### config.mk
export PLATFORM = sky130hd
export DESIGN_NAME = sorted_priority_task_table
export DESIGN_NICKNAME = d
export VERILOG_FILES = /design/src/rtl/stpt_pkg.sv /design/src/rtl/sorted_priority_task_table.sv /design/src/rtl/stpt_ram.sv
export SDC_FILE = /design/constraint.sdc
export NUM_CORES = 1
export LEC_CHECK = 0
export ABC_AREA = 1
export BUFFER_PORTS_ARGS = -buffer_cell sky130_fd_sc_hd__buf_2
export CORE_ASPECT_RATIO = 0.8
export CORE_MARGIN = 4
export CORE_UTILIZATION = 30
export CTS_CLUSTER_DIAMETER = 100
export DETAILED_ROUTE_END_ITERATION = 6
export PLACE_DENSITY = 0.5
export SLEW_MARGIN = 20
export SYNTH_ARGS = -nofsm -noshare
export SYNTH_HDL_FRONTEND = slang
export SYNTH_SLANG_ARGS = --single-unit
### constraint.sdc
create_clock -name clk_i -period 4.9 [get_ports clk_i]
set_input_delay 0.735 -clock clk_i [delete_from_list [all_inputs] [get_ports clk_i]]
set_output_delay 0.735 -clock clk_i [all_outputs]
set_load 0.01 [all_outputs]
### src/rtl/stpt_pkg.sv
// Shared types and constants of the sorted priority task table.
`default_nettype none

package stpt_pkg;

  localparam int MAX_ENTRIES_DEF = 16;
  localparam int CMD_W           = 3;
  localparam int ID_W            = 16;
  localparam int PRI_W           = 3;
  localparam int STAT_W          = 3;

  localparam logic [PRI_W-1:0] MAX_PRIORITY_RST = 3'd4;

  typedef enum logic [CMD_W-1:0] {
    CMD_ADD  = 3'd0,
    CMD_DEL  = 3'd1,
    CMD_CHG  = 3'd2,
    CMD_DONE = 3'd3,
    CMD_LIST = 3'd4
  } cmd_e;

  typedef enum logic [STAT_W-1:0] {
    STAT_OK        = 3'd0,
    STAT_FULL      = 3'd1,
    STAT_NOT_FOUND = 3'd2,
    STAT_EMPTY     = 3'd3,
    STAT_DONE_ALR  = 3'd4
  } status_e;

  typedef enum logic [2:0] {
    S_IDLE,
    S_SRCH_RD,
    S_SRCH_EV,
    S_INS_RD,
    S_INS_EV,
    S_INS_HEAD
  } state_e;

  typedef struct packed {
    logic [ID_W-1:0]  id;
    logic [PRI_W-1:0] pri;
    logic             done;
  } entry_t;

  typedef struct packed {
    status_e          status;
    logic [ID_W-1:0]  id;
    logic [PRI_W-1:0] pri;
    logic             done;
    logic             last;
  } res_t;

endpackage

`default_nettype wire

### src/rtl/sorted_priority_task_table.sv
// Top level of the sorted priority task table: command sequencer over an entry RAM.
`default_nettype none

// Usage
// The table holds up to MAX_ENTRIES entries (id, priority, done mark), kept in
// rising priority order, first-in first-out within one priority. A command word
// is taken at a rising edge where start is high and busy is low; busy then stays
// high until the command has finished. Each result word appears for exactly one
// cycle, marked by res_strobe_o, and the receiver must take it then: there is no
// back-pressure. last_o marks the final result word of a command.
// Timing: add to a full table, a delete, change, mark done or list on an empty
// table, and unknown codes are answered (or dropped) in the cycle after
// acceptance with busy staying low. Otherwise the command walks the table through
// the RAM, each visited entry taking a read step and then an evaluate and
// shift-write step. Add walks backward over the entries of larger priority
// number; delete walks the whole table, mark done walks up to the match, and
// change priority does a delete walk followed by an add walk. The result word
// appears in the first cycle in which busy is low again. List emits one word per
// entry in table order, the last one as busy falls.
// The max_priority register is written through the cfg channel, which is always
// ready; it should be written only while the block is idle. Reset empties the
// table, restarts id numbering at zero and sets max_priority to four; the RAM
// itself needs no clearing since only slots below the entry count are read.

module sorted_priority_task_table
  import stpt_pkg::*;
#(
  parameter int MAX_ENTRIES = stpt_pkg::MAX_ENTRIES_DEF
) (
  input  wire logic                                clk_i,
  input  wire logic                                rst_ni,
  // command channel
  input  wire logic                                start,
  output logic                                     busy,
  input  wire logic [stpt_pkg::CMD_W-1:0]          command_i,
  input  wire logic [stpt_pkg::ID_W-1:0]           task_id_i,
  input  wire logic [stpt_pkg::PRI_W-1:0]          priority_req_i,
  // configuration channel
  input  wire logic                                cfg_valid_i,
  output logic                                     cfg_ready_o,
  input  wire logic [stpt_pkg::PRI_W-1:0]          cfg_data_i,
  // result channel
  output logic                                     res_strobe_o,
  output logic [stpt_pkg::STAT_W-1:0]              status_o,
  output logic [stpt_pkg::ID_W-1:0]                entry_id_o,
  output logic [stpt_pkg::PRI_W-1:0]               entry_priority_o,
  output logic                                     entry_done_o,
  output logic [$clog2(MAX_ENTRIES+1)-1:0]         entry_total_o,
  output logic                                     last_o
);

  localparam int IW = $clog2(MAX_ENTRIES);
  localparam int CW = $clog2(MAX_ENTRIES + 1);
  localparam logic [CW-1:0] FULL_COUNT = CW'(MAX_ENTRIES);

  state_e            state_q, state_d;
  logic [IW-1:0]     idx_q, idx_d;
  logic [CW-1:0]     count_q, count_d;
  logic [ID_W-1:0]   next_id_q, next_id_d;
  logic [PRI_W-1:0]  maxpri_q, maxpri_d;
  cmd_e              cmd_q, cmd_d;
  logic [ID_W-1:0]   id_q, id_d;
  logic [PRI_W-1:0]  pri_q, pri_d;
  logic [PRI_W-1:0]  old_q, old_d;
  logic              dn_q, dn_d;
  logic              found_q, found_d;

  logic              strobe_q, strobe_d;
  res_t              res_q, res_d;
  logic [CW-1:0]     total_q, total_d;

  logic              mem_we;
  logic [IW-1:0]     mem_waddr;
  entry_t            mem_wdata;
  entry_t            mem_rdata;

  logic [PRI_W-1:0]  req_clamped;
  logic              at_end;
  logic              hit;
  logic              found_now;
  logic [PRI_W-1:0]  old_now;
  entry_t            new_entry;

  stpt_ram #(
    .WIDTH ($bits(entry_t)),
    .DEPTH (MAX_ENTRIES)
  ) u_ram (
    .clk_i   (clk_i),
    .we_i    (mem_we),
    .waddr_i (mem_waddr),
    .wdata_i (mem_wdata),
    .raddr_i (idx_q),
    .rdata_o (mem_rdata)
  );

  assign busy        = (state_q != S_IDLE);
  assign cfg_ready_o = 1'b1;

  assign res_strobe_o     = strobe_q;
  assign status_o         = res_q.status;
  assign entry_id_o       = res_q.id;
  assign entry_priority_o = res_q.pri;
  assign entry_done_o     = res_q.done;
  assign entry_total_o    = total_q;
  assign last_o           = res_q.last;

  // Requests above the configured ceiling are stored at the ceiling.
  assign req_clamped = (priority_req_i > maxpri_q) ? maxpri_q : priority_req_i;

  // The walk position is the final occupied slot.
  assign at_end    = (CW'(idx_q) == (count_q - 1'b1));
  assign hit       = !found_q && (mem_rdata.id == id_q);
  assign found_now = found_q || hit;
  assign old_now   = hit ? mem_rdata.pri : old_q;
  assign new_entry = '{id: id_q, pri: pri_q, done: dn_q};

  always_comb begin
    state_d   = state_q;
    idx_d     = idx_q;
    count_d   = count_q;
    next_id_d = next_id_q;
    maxpri_d  = maxpri_q;
    cmd_d     = cmd_q;
    id_d      = id_q;
    pri_d     = pri_q;
    old_d     = old_q;
    dn_d      = dn_q;
    found_d   = found_q;
    strobe_d  = 1'b0;
    res_d     = res_q;
    total_d   = total_q;
    mem_we    = 1'b0;
    mem_waddr = idx_q;
    mem_wdata = mem_rdata;

    if (cfg_valid_i) begin
      maxpri_d = cfg_data_i;
    end

    case (state_q)
      S_IDLE: begin
        if (start) begin
          cmd_d   = cmd_e'(command_i);
          id_d    = task_id_i;
          pri_d   = req_clamped;
          found_d = 1'b0;
          dn_d    = 1'b0;
          old_d   = '0;
          idx_d   = '0;
          case (command_i)
            CMD_ADD: begin
              if (count_q == FULL_COUNT) begin
                strobe_d = 1'b1;
                res_d    = '{status: STAT_FULL, id: '0, pri: '0, done: 1'b0, last: 1'b1};
                total_d  = count_q;
              end else begin
                id_d      = next_id_q;
                next_id_d = next_id_q + 1'b1;
                if (count_q == '0) begin
                  state_d = S_INS_HEAD;
                end else begin
                  idx_d   = IW'(count_q - 1'b1);
                  state_d = S_INS_RD;
                end
              end
            end
            CMD_DEL, CMD_CHG, CMD_DONE: begin
              if (count_q == '0) begin
                strobe_d = 1'b1;
                res_d    = '{status: STAT_EMPTY, id: task_id_i, pri: '0, done: 1'b0,
                             last: 1'b1};
                total_d  = count_q;
              end else begin
                state_d = S_SRCH_RD;
              end
            end
            CMD_LIST: begin
              if (count_q == '0) begin
                strobe_d = 1'b1;
                res_d    = '{status: STAT_EMPTY, id: '0, pri: '0, done: 1'b0, last: 1'b1};
                total_d  = count_q;
              end else begin
                state_d = S_SRCH_RD;
              end
            end
            default: begin
            end
          endcase
        end
      end

      S_SRCH_RD: begin
        state_d = S_SRCH_EV;
      end

      // Forward walk: list, lookup for mark done, and removal with a
      // shift-down of every entry behind the match.
      S_SRCH_EV: begin
        idx_d   = idx_q + 1'b1;
        state_d = S_SRCH_RD;
        case (cmd_q)
          CMD_LIST: begin
            strobe_d = 1'b1;
            res_d    = '{status: STAT_OK, id: mem_rdata.id, pri: mem_rdata.pri,
                         done: mem_rdata.done, last: at_end};
            total_d  = count_q;
            if (at_end) begin
              state_d = S_IDLE;
            end
          end
          CMD_DONE: begin
            if (hit) begin
              state_d  = S_IDLE;
              strobe_d = 1'b1;
              total_d  = count_q;
              if (mem_rdata.done) begin
                res_d = '{status: STAT_DONE_ALR, id: id_q, pri: mem_rdata.pri, done: 1'b1,
                          last: 1'b1};
              end else begin
                mem_we    = 1'b1;
                mem_waddr = idx_q;
                mem_wdata = '{id: mem_rdata.id, pri: mem_rdata.pri, done: 1'b1};
                res_d     = '{status: STAT_OK, id: id_q, pri: mem_rdata.pri, done: 1'b1,
                              last: 1'b1};
              end
            end else if (at_end) begin
              state_d  = S_IDLE;
              strobe_d = 1'b1;
              total_d  = count_q;
              res_d    = '{status: STAT_NOT_FOUND, id: id_q, pri: '0, done: 1'b0,
                           last: 1'b1};
            end
          end
          default: begin
            // delete and change priority
            found_d = found_now;
            old_d   = old_now;
            if (hit) begin
              dn_d = mem_rdata.done;
            end
            if (found_q) begin
              mem_we    = 1'b1;
              mem_waddr = idx_q - 1'b1;
              mem_wdata = mem_rdata;
            end
            if (at_end) begin
              if (!found_now) begin
                state_d  = S_IDLE;
                strobe_d = 1'b1;
                total_d  = count_q;
                res_d    = '{status: STAT_NOT_FOUND, id: id_q, pri: '0, done: 1'b0,
                             last: 1'b1};
              end else begin
                count_d = count_q - 1'b1;
                if (cmd_q == CMD_CHG) begin
                  if (count_q == CW'(1)) begin
                    state_d = S_INS_HEAD;
                  end else begin
                    idx_d   = IW'(count_q - CW'(2));
                    state_d = S_INS_RD;
                  end
                end else begin
                  state_d  = S_IDLE;
                  strobe_d = 1'b1;
                  total_d  = count_q - 1'b1;
                  res_d    = '{status: STAT_OK, id: id_q, pri: old_now, done: 1'b0,
                               last: 1'b1};
                end
              end
            end
          end
        endcase
      end

      S_INS_RD: begin
        state_d = S_INS_EV;
      end

      // Backward walk: entries of larger priority number move up one slot
      // until the new entry's place is reached.
      S_INS_EV: begin
        mem_we    = 1'b1;
        mem_waddr = idx_q + 1'b1;
        if (pri_q < mem_rdata.pri) begin
          mem_wdata = mem_rdata;
          if (idx_q == '0) begin
            state_d = S_INS_HEAD;
          end else begin
            idx_d   = idx_q - 1'b1;
            state_d = S_INS_RD;
          end
        end else begin
          mem_wdata = new_entry;
          state_d   = S_IDLE;
          count_d   = count_q + 1'b1;
          strobe_d  = 1'b1;
          total_d   = count_q + 1'b1;
          res_d     = '{status: STAT_OK, id: id_q,
                        pri: (cmd_q == CMD_ADD) ? pri_q : old_q, done: 1'b0, last: 1'b1};
        end
      end

      S_INS_HEAD: begin
        mem_we    = 1'b1;
        mem_waddr = '0;
        mem_wdata = new_entry;
        state_d   = S_IDLE;
        count_d   = count_q + 1'b1;
        strobe_d  = 1'b1;
        total_d   = count_q + 1'b1;
        res_d     = '{status: STAT_OK, id: id_q,
                      pri: (cmd_q == CMD_ADD) ? pri_q : old_q, done: 1'b0, last: 1'b1};
      end

      default: begin
        state_d = S_IDLE;
      end
    endcase
  end

  always_ff @(posedge clk_i or negedge rst_ni) begin
    if (!rst_ni) begin
      state_q   <= S_IDLE;
      count_q   <= '0;
      next_id_q <= '0;
      maxpri_q  <= MAX_PRIORITY_RST;
      strobe_q  <= 1'b0;
    end else begin
      state_q   <= state_d;
      count_q   <= count_d;
      next_id_q <= next_id_d;
      maxpri_q  <= maxpri_d;
      strobe_q  <= strobe_d;
    end
  end

  always_ff @(posedge clk_i) begin
    idx_q   <= idx_d;
    cmd_q   <= cmd_d;
    id_q    <= id_d;
    pri_q   <= pri_d;
    old_q   <= old_d;
    dn_q    <= dn_d;
    found_q <= found_d;
    res_q   <= res_d;
    total_q <= total_d;
  end

  // The entry count never exceeds the table size.
  assert property (@(posedge clk_i) disable iff (!rst_ni) count_q <= FULL_COUNT)
    else $error("entry count beyond table size");

  // The RAM is written only in the evaluate and head-write steps of a walk.
  assert property (@(posedge clk_i) disable iff (!rst_ni)
    mem_we |-> (state_q == S_SRCH_EV || state_q == S_INS_EV || state_q == S_INS_HEAD))
    else $error("RAM write outside a walk step");

  // A word without the last mark is followed by more of the same listing.
  assert property (@(posedge clk_i) disable iff (!rst_ni)
    (strobe_q && !res_q.last) |-> busy)
    else $error("non-final result word while idle");

  // A full report only ever comes from a full table.
  assert property (@(posedge clk_i) disable iff (!rst_ni)
    (strobe_q && res_q.status == STAT_FULL) |-> (count_q == FULL_COUNT))
    else $error("table full reported with free slots");

  // The head-write step of an add or change adds exactly one entry to the count.
  assert property (@(posedge clk_i) disable iff (!rst_ni)
    (state_q == S_INS_HEAD) |=> (count_q == $past(count_q) + 1'b1))
    else $error("insertion did not increment the count");

endmodule

`default_nettype wire

### src/rtl/stpt_ram.sv
// Generic simple dual-port RAM with one write port and a registered read port.
`default_nettype none

module stpt_ram #(
  parameter int WIDTH = 8,
  parameter int DEPTH = 16
) (
  input  wire logic                     clk_i,
  input  wire logic                     we_i,
  input  wire logic [$clog2(DEPTH)-1:0] waddr_i,
  input  wire logic [WIDTH-1:0]         wdata_i,
  input  wire logic [$clog2(DEPTH)-1:0] raddr_i,
  output logic      [WIDTH-1:0]         rdata_o
);

  logic [WIDTH-1:0] mem_q [DEPTH];

  always_ff @(posedge clk_i) begin
    if (we_i) begin
      mem_q[waddr_i] <= wdata_i;
    end
    rdata_o <= mem_q[raddr_i];
  end

endmodule

`default_nettype wire
==> results of run 1 <==
[worst register-to-register path, stage by stage, from the launching register on]
cell and delay, ns:
dfrtp_1 0.46, nor2_4 0.19, nand2_4 0.13, nand2_2 0.26
inv_2 0.23, nand2_4 0.27, nor2_1 0.06, nand3b_1 0.26
inv_2 0.09, nand2_1 0.18, nor3_4 0.68, buf_6 0.26
[through the flow]
| stage | area, um2 | std cells | setup slack, ns |
|---|---|---|---|
| finish | 21040 | 2524 | 1.547 |
| global route | 21040 | 2524 | 1.312 |
| CTS | 20980 | 2521 | 1.395 |
| detailed placement | 19720 | 2448 | 1.417 |
| global placement | 19700 | 2447 | 1.486 |
| floorplan | 18360 | 1614 | 1.204 |
[where the power goes]
group          leakage [uW]  switching [uW]  internal, uW
clock network      0.000622            1360          1690
registers           0.00395             257          5100
logic               0.00291            3930          1290
total               0.00748            5550          8080
[cells in the mapped netlist (15+ instances only)]
| cell type | n |
|---|---|
| edfxtp_1 | 380 |
| nand2_1 | 240 |
| nor2_1 | 215 |
| o21ai_0 | 213 |
| inv_1 | 84 |
| nand3_1 | 69 |
| clkbuf_1 | 59 |
| o22ai_1 | 57 |
| o221ai_1 | 40 |
| dfrtp_1 | 27 |
| inv_2 | 24 |
| a21oi_1 | 22 |
| dfxtp_1 | 20 |
| o211ai_1 | 20 |
| buf_2 | 19 |
| o21ai_1 | 17 |
| xor2_1 | 17 |
| ha_1 | 15 |
[worst max path at each step]
| stage | startpoint | to | slack (ns) | cells after the start |
|---|---|---|---|---|
| finish | state_q[0] | u_ram.mem_q[9][16] | 1.55 | 11 |
| global route | state_q[0] | u_ram.mem_q[9][0] | 1.31 | 11 |
| CTS | state_q[0] | u_ram.mem_q[8][19] | 1.40 | 10 |
| detailed placement | state_q[0] | u_ram.mem_q[8][19] | 1.42 | 10 |
| global placement | idx_q[0] | u_ram.mem_q[11][13] | 1.49 | 7 |
| floorplan | count_q[0] | entry_done_o | 1.20 | 10 |
[flip-flops by register name, summed over array words and instances, names as in the netlist, 3 cells and up]
register	cells
u_ram.rdata_o	20
state_q	3
id_q	16
entry_total_o	5
count_q	5
idx_q	4
entry_priority_o	3
status_o	3
old_q	3
u_ram.mem_q	320
entry_id_o	16
cmd_q	3
pri_q	3
maxpri_q	3
next_id_q	16
[cells in the final DEF (no fill, tap or decap), drive strengths merged, types with 40 or more instances in the layout]
cell type / instances
buf: 100
edfxtp: 380
nand3: 72
nand2: 253
nor2: 227
o221ai: 40
inv: 108
o21ai: 231
o22ai: 57
clkbuf: 50
[logic make-up (layout without fill, tap and decap cells)]
| group | after synthesis | after routing | share of synthesized area |
|---|---|---|---|
| and+or+nand+nor | 574 | 574 | 0.1350 |
| xor gates and xnor gates | 21 | 21 | 0.01002 |
| other | 1 | 1 | 0.0002042 |
| buffers and inverters | 192 | 282 | 0.04143 |
| adders and majority gates | 15 | 15 | 0.01022 |
| AOI/OAI and AO/OA | 383 | 383 | 0.1218 |
| DFF | 428 | 428 | 0.6814 |
[cell type report]
type / count / area, um2
multi-input combinational: 994 / 5196
timing repair buffer: 100 / 629.4
clock buffer: 50 / 1091
fill: 5929 / 39110
tap: 820 / 1026
clock inverter: 23 / 171.4
inverter: 109 / 416.7
sequential: 428 / 12510
[per-layer routing]
metal | vias up | share of wire | track usage
met5 | - | 0 | 0
met4 | 0 | 0.015 | 0.02820
met3 | 57 | 0.068 | 0.03250
met2 | 364 | 0.44 | 0.2235
met1 | 6290 | 0.48 | 0.2296
li1 | 5894 | - | -
==> run summary, run 1 <==
Status: completed
Final worst path period share: 0.6843
Setup TNS: 0 ns
R2r worst-path depth: 11
Critical Path Fanout Max: 14
H-tree levels: 2
GP Congestion: 0.8960
Cell Area, Synth: 18360 um2
Antenna viol nets, final: 0
CTS tree: yes
Initial core utilization: 0.3053
All-Layer GR Usage: 0.1511
CTS buffer count: 42
Primary FF master, synth: edfxtp_1
Final hold violations: 0
Port bufs: 59
Worst hold-check path type: primary input to asynchronous set/reset pin
GR Overflow Total: 0
Async SR Flop Fraction: 0.06542
Root buffer cell: clkbuf_16
# IOs: 61
Power per standard cell area: 647.4 nW/um2
Syn nets: 1658
CP Capture Type: flop
Yosys Warn Count: 0
Largest net degree at the start of global routing: 96
Initial DRC Count: 1222
Clk Latency, worst-skew pair: 0.55 ns
Vias in the first global route: 11790
CTS Hold Bufs: 0
FP Rows: 80
Setup violators final: 0
Crit Reg-Reg Endpoint: u_ram.mem_q[9][16]
Mapped Cells: 1614
Wire length per cell: 20.22 um
Post-synth top area share: 0.6214
Number of synthesized flops with an enable pin: 380
P&R area growth vs syn: 14.59%
Synthesized area per cell: 11.38 um2
Max-Cap Viols: 0
RSZ-0062 raised after global routing: no
CP required: 5.16 ns
# clock sinks: 428
Minimum clock period: 3.353 ns
CP startpoint kind: flop
Dpl hpwl: 33.53 mm
Post-synth top area cell: edfxtp_1
WL final: 51.04 mm
Peak supply drop: 0.0004035 V
Via Count: 12610
Slew HR: 0.2572
Number of distinct library cells after synthesis: 47
Post-CTS Resized: 0
Worst path max stage delay: 0.68 ns
Crit path buffers/inverters: 3
Overall Power: 13620 uW
Seq/Total Area, Yosys: 0.6814
Share of post-route cells with drive strength above 1: 0.1432
Static leakage: 0.007481 uW
CP max-delay cell: nor3_4
Worst hold slack: 0.2419 ns
Seq cells post-synth: 428
Clk buf depth: 3
Synth area leaders: edfxtp_1, o21ai_0, nand2_1
Chip Width: 284.6 um
Final core occ: 0.3498
Die height: 229.3 um
Core Box Area: 60160 um2
Clk_skew: 0.01145 ns
Vias per cell: 4.994
First drt pass iteration count: 5
Worst r2r src: state_q[0]
Cell family with the largest share of critical-path delay: simple AND/OR/NAND/NOR gates
Nets: 1719
Crit Path Category: flop to flop
Initial antenna violation count: 2
First-pass GRT wire length: 75.84 mm
Crit path arrival time: 3.61 ns
Setup Fix Bufs, Post-CTS: 0
Clock slew at reported path FFs: 0.06 ns
Worst-Margin Slew: 1.113 ns
R2r setup slk: 1.55 ns
Pins Over Slew Limit: 0
Post-route DRC: 0
Fmax: 298.2 MHz
Worst path cell trace: nor2_4, nand2_4, nand2_2, inv_2, nand2_4, nor2_1, nand3b_1, inv_2, nand2_1, nor3_4, buf_6
N_diodes: 0
Die area: 65260 um2
(Power assumes the default switching activity.)
==> inputs of run 2 (changes only) <==
--- a/config.mk
+++ b/config.mk
@@ -5,7 +5,7 @@
 export SDC_FILE = /design/constraint.sdc
 export NUM_CORES = 1
 export LEC_CHECK = 0
-export ABC_AREA = 1
+export ABC_AREA = 0
 export BUFFER_PORTS_ARGS = -buffer_cell sky130_fd_sc_hd__buf_2
 export CORE_ASPECT_RATIO = 0.8
 export CORE_MARGIN = 4
==> constraint.sdc (replaced) <==
create_clock -name clk_i -period 3.3 [get_ports clk_i]
set_input_delay 0.495 -clock clk_i [delete_from_list [all_inputs] [get_ports clk_i]]
set_output_delay 0.495 -clock clk_i [all_outputs]
set_load 0.01 [all_outputs]
==> run summary, run 2 <==
Number of distinct library cells after synthesis: 71
H-tree levels: 2
Port bufs: 59
Clk buf depth: 3
Number of synthesized flops with an enable pin: 380
Via Count: 9721
Power per standard cell area: 952.2 nW/um2
RSZ-0062 raised after global routing: no
Synth area leaders: edfxtp_1, mux4_2, dfrtp_1
CP max-delay cell: edfxtp_1
Seq/Total Area, Yosys: 0.6969
Post-synth top area cell: edfxtp_1
CTS tree: yes
First drt pass iteration count: 5
Dpl ws: 0.4414 ns
Share of post-route cells with drive strength above 1: 0.3275
Vias per cell: 5.068
Commonest non-fill, non-tap cell in the layout: edfxtp_1
GRT met1 Usage: 0.2230
Critical Path Fanout Max: 9
# clock sinks: 428
Initial DRC Count: 960
Crit path arrival time: 3.14 ns
Post-CTS Resized: 0
Yosys Warn Count: 0
Static leakage: 0.007184 uW
Most frequent cells after synthesis: edfxtp_1, mux4_2, nor2_1
Root buffer cell: clkbuf_16
Initial antenna violation count: 3
Clk Latency, worst-skew pair: 0.59 ns
Worst-Margin Slew: 0.9615 ns
Synthesized area per cell: 18.25 um2
Minimum clock period: 2.859 ns
Chip Width: 281.5 um
Most frequent cells in the layout: edfxtp_1, mux4_2, buf_2
GRT met2 Usage: 0.2192
Vias in the first global route: 9599
Die area: 63850 um2
CTS buffer count: 46
CTS Hold Bufs: 0
WL final: 47.71 mm
Post-synth top area share: 0.6355
Nets: 1154
First-pass GRT wire length: 68.65 mm
GR Overflow Total: 0
Setup Fix Bufs, Post-CTS: 0
Pins Over Slew Limit: 0
Top cell by count, worst path: buf_4
Setup ws final: 0.4408 ns
Setup TNS: 0 ns
Final hold violations: 0
Status: completed
Cell Area, Synth: 17950 um2
# IOs: 61
Largest net degree at the start of global routing: 81
Worst path max stage delay: 0.42 ns
Fmax: 349.7 MHz
Antenna viol nets, final: 0
GP Congestion: 0.8161
CP required: 3.58 ns
Met3 usage: 0.03449
Worst hold-check path type: primary input to asynchronous set/reset pin
P&R area growth vs syn: 18.49%
CP startpoint kind: flop
FP Rows: 79
Final worst path period share: 0.8664
GRT Max-Usage Layer: met1
Wire length per cell: 24.87 um
Async SR Flop Fraction: 0.06542
Setup violators final: 0
Most numerous cell in the Yosys netlist: edfxtp_1
Dpl hpwl: 32.18 mm
CP Capture Type: flop
Die height: 226.8 um
Peak supply drop: 0.0006068 V
Seq cells post-synth: 428
Max-Cap Viols: 0
Clock slew at reported path FFs: 0.06 ns
Clk_skew: 0.02576 ns
Core Box Area: 58710 um2
All-Layer GR Usage: 0.1485
Top reg by flops: u_ram.mem_q
Slew HR: 0.3547
Primary FF master, synth: edfxtp_1
Mapped Cells: 984
Initial core utilization: 0.3058
Syn nets: 1028
Post-route DRC: 0
Crit Path Category: flop to flop
Top flop regs: u_ram.mem_q x320, u_ram.rdata_o x20
Worst path cell trace: xor2_1, nor4_4, nand4_1, o21ai_1, buf_4, nand3_1, nor2_2, buf_4
Max reg flops: 320
-- run 2: changes by cell type after synthesis, moves of 20 or more --
cell,previous run,this run
o22ai_1,57,7
o21ai_0,213,11
nand3_1,69,12
nand2_1,240,42
mux4_2,0,100
inv_2,24,0
inv_1,84,31
o221ai_1,40,0
nor2_1,215,47
mux2_2,0,38
o211ai_1,20,0
clkbuf_1,59,15
xnor2_1,4,27
-- run 2: worst max-delay path: cells and delay by family (launching register included) --
family / cells / cell delay [ns]
and+or+nand+nor: 4 / 1.30
buffers and inverters: 2 / 0.40
xor gates and xnor gates: 1 / 0.19
AOI/OAI and AO/OA: 1 / 0.26
DFF: 1 / 0.42
-- run 2: report_power, final --
part	internal (uW)	leakage (uW)	switching [uW]	total, uW
Sequential	7530	0.00397	428	7950
Clock	3180	0.000757	2200	5380
Combinational	2630	0.00245	4290	6930
Total	13300	0.00718	6920	20300
-- run 2: final cells by class --
class                   count  area [um2]
fillers                  5500       37440
flip-flops and latches    428       12510
multi-input cells         476        5136
clock buffers              59        1251
repair buffers            127       968.4
well taps                 769       962.2
clock inverters            27       325.3
inverters                  31       116.4
diodes                      1       2.502
-- run 2: final timing paths --
| path | from | depth (start not counted) | slack [ns] | end |
|---|---|---|---|---|
| min reg2reg | next_id_q[15] | 1 | 0.50 | next_id_q[15] |
| max reg2reg | id_q[3] | 8 | 0.44 | u_ram.mem_q[4][11] |
| min in group clk_i | cfg_data_i[1] | 3 | 0.13 | maxpri_q[1] |
| min | rst_ni | 1 | 0.006 | count_q[4] |
| max in group asynchronous | rst_ni | 1 | 2.76 | next_id_q[12] |
| max | id_q[3] | 8 | 0.44 | u_ram.mem_q[4][11] |
-- run 2: cells by family after synthesis --
kind of cell,after synthesis,share of synthesized area
compound gates,90,0.03826
other cells,1,0.0002089
fa+ha+maj,15,0.01045
xor+xnor,54,0.02634
simple gates,167,0.05241
mux,149,0.1555
buf+inv,80,0.01993
flops,428,0.6969
-- run 2: stage by stage --
| step | hold slack (ns) | total power [uW] | utilization | std cells | cell area, um2 |
|---|---|---|---|---|---|
| 2_1_floorplan | 0.1994 | 12300 | - | 984 | 17950 |
| 3_3_place_gp | 0.4932 | 15100 | 0.3355 | 1831 | 19700 |
| 3_5_place_dp | 0.4888 | 15090 | 0.3355 | 1831 | 19700 |
| 4_1_cts | 0.0009488 | 20530 | 0.3623 | 1917 | 21270 |
| 5_1_grt | 0.04598 | 21230 | 0.3623 | 1917 | 21270 |
| 6_report | 0.005721 | 20260 | 0.3624 | 1918 | 21280 |
-- run 2: metal layers --
layer,vias to the layer above,wire (um)
met5,-,13
met4,2,765
met3,59,3579
met2,320,21100
met1,5130,22250
li1,4210,-
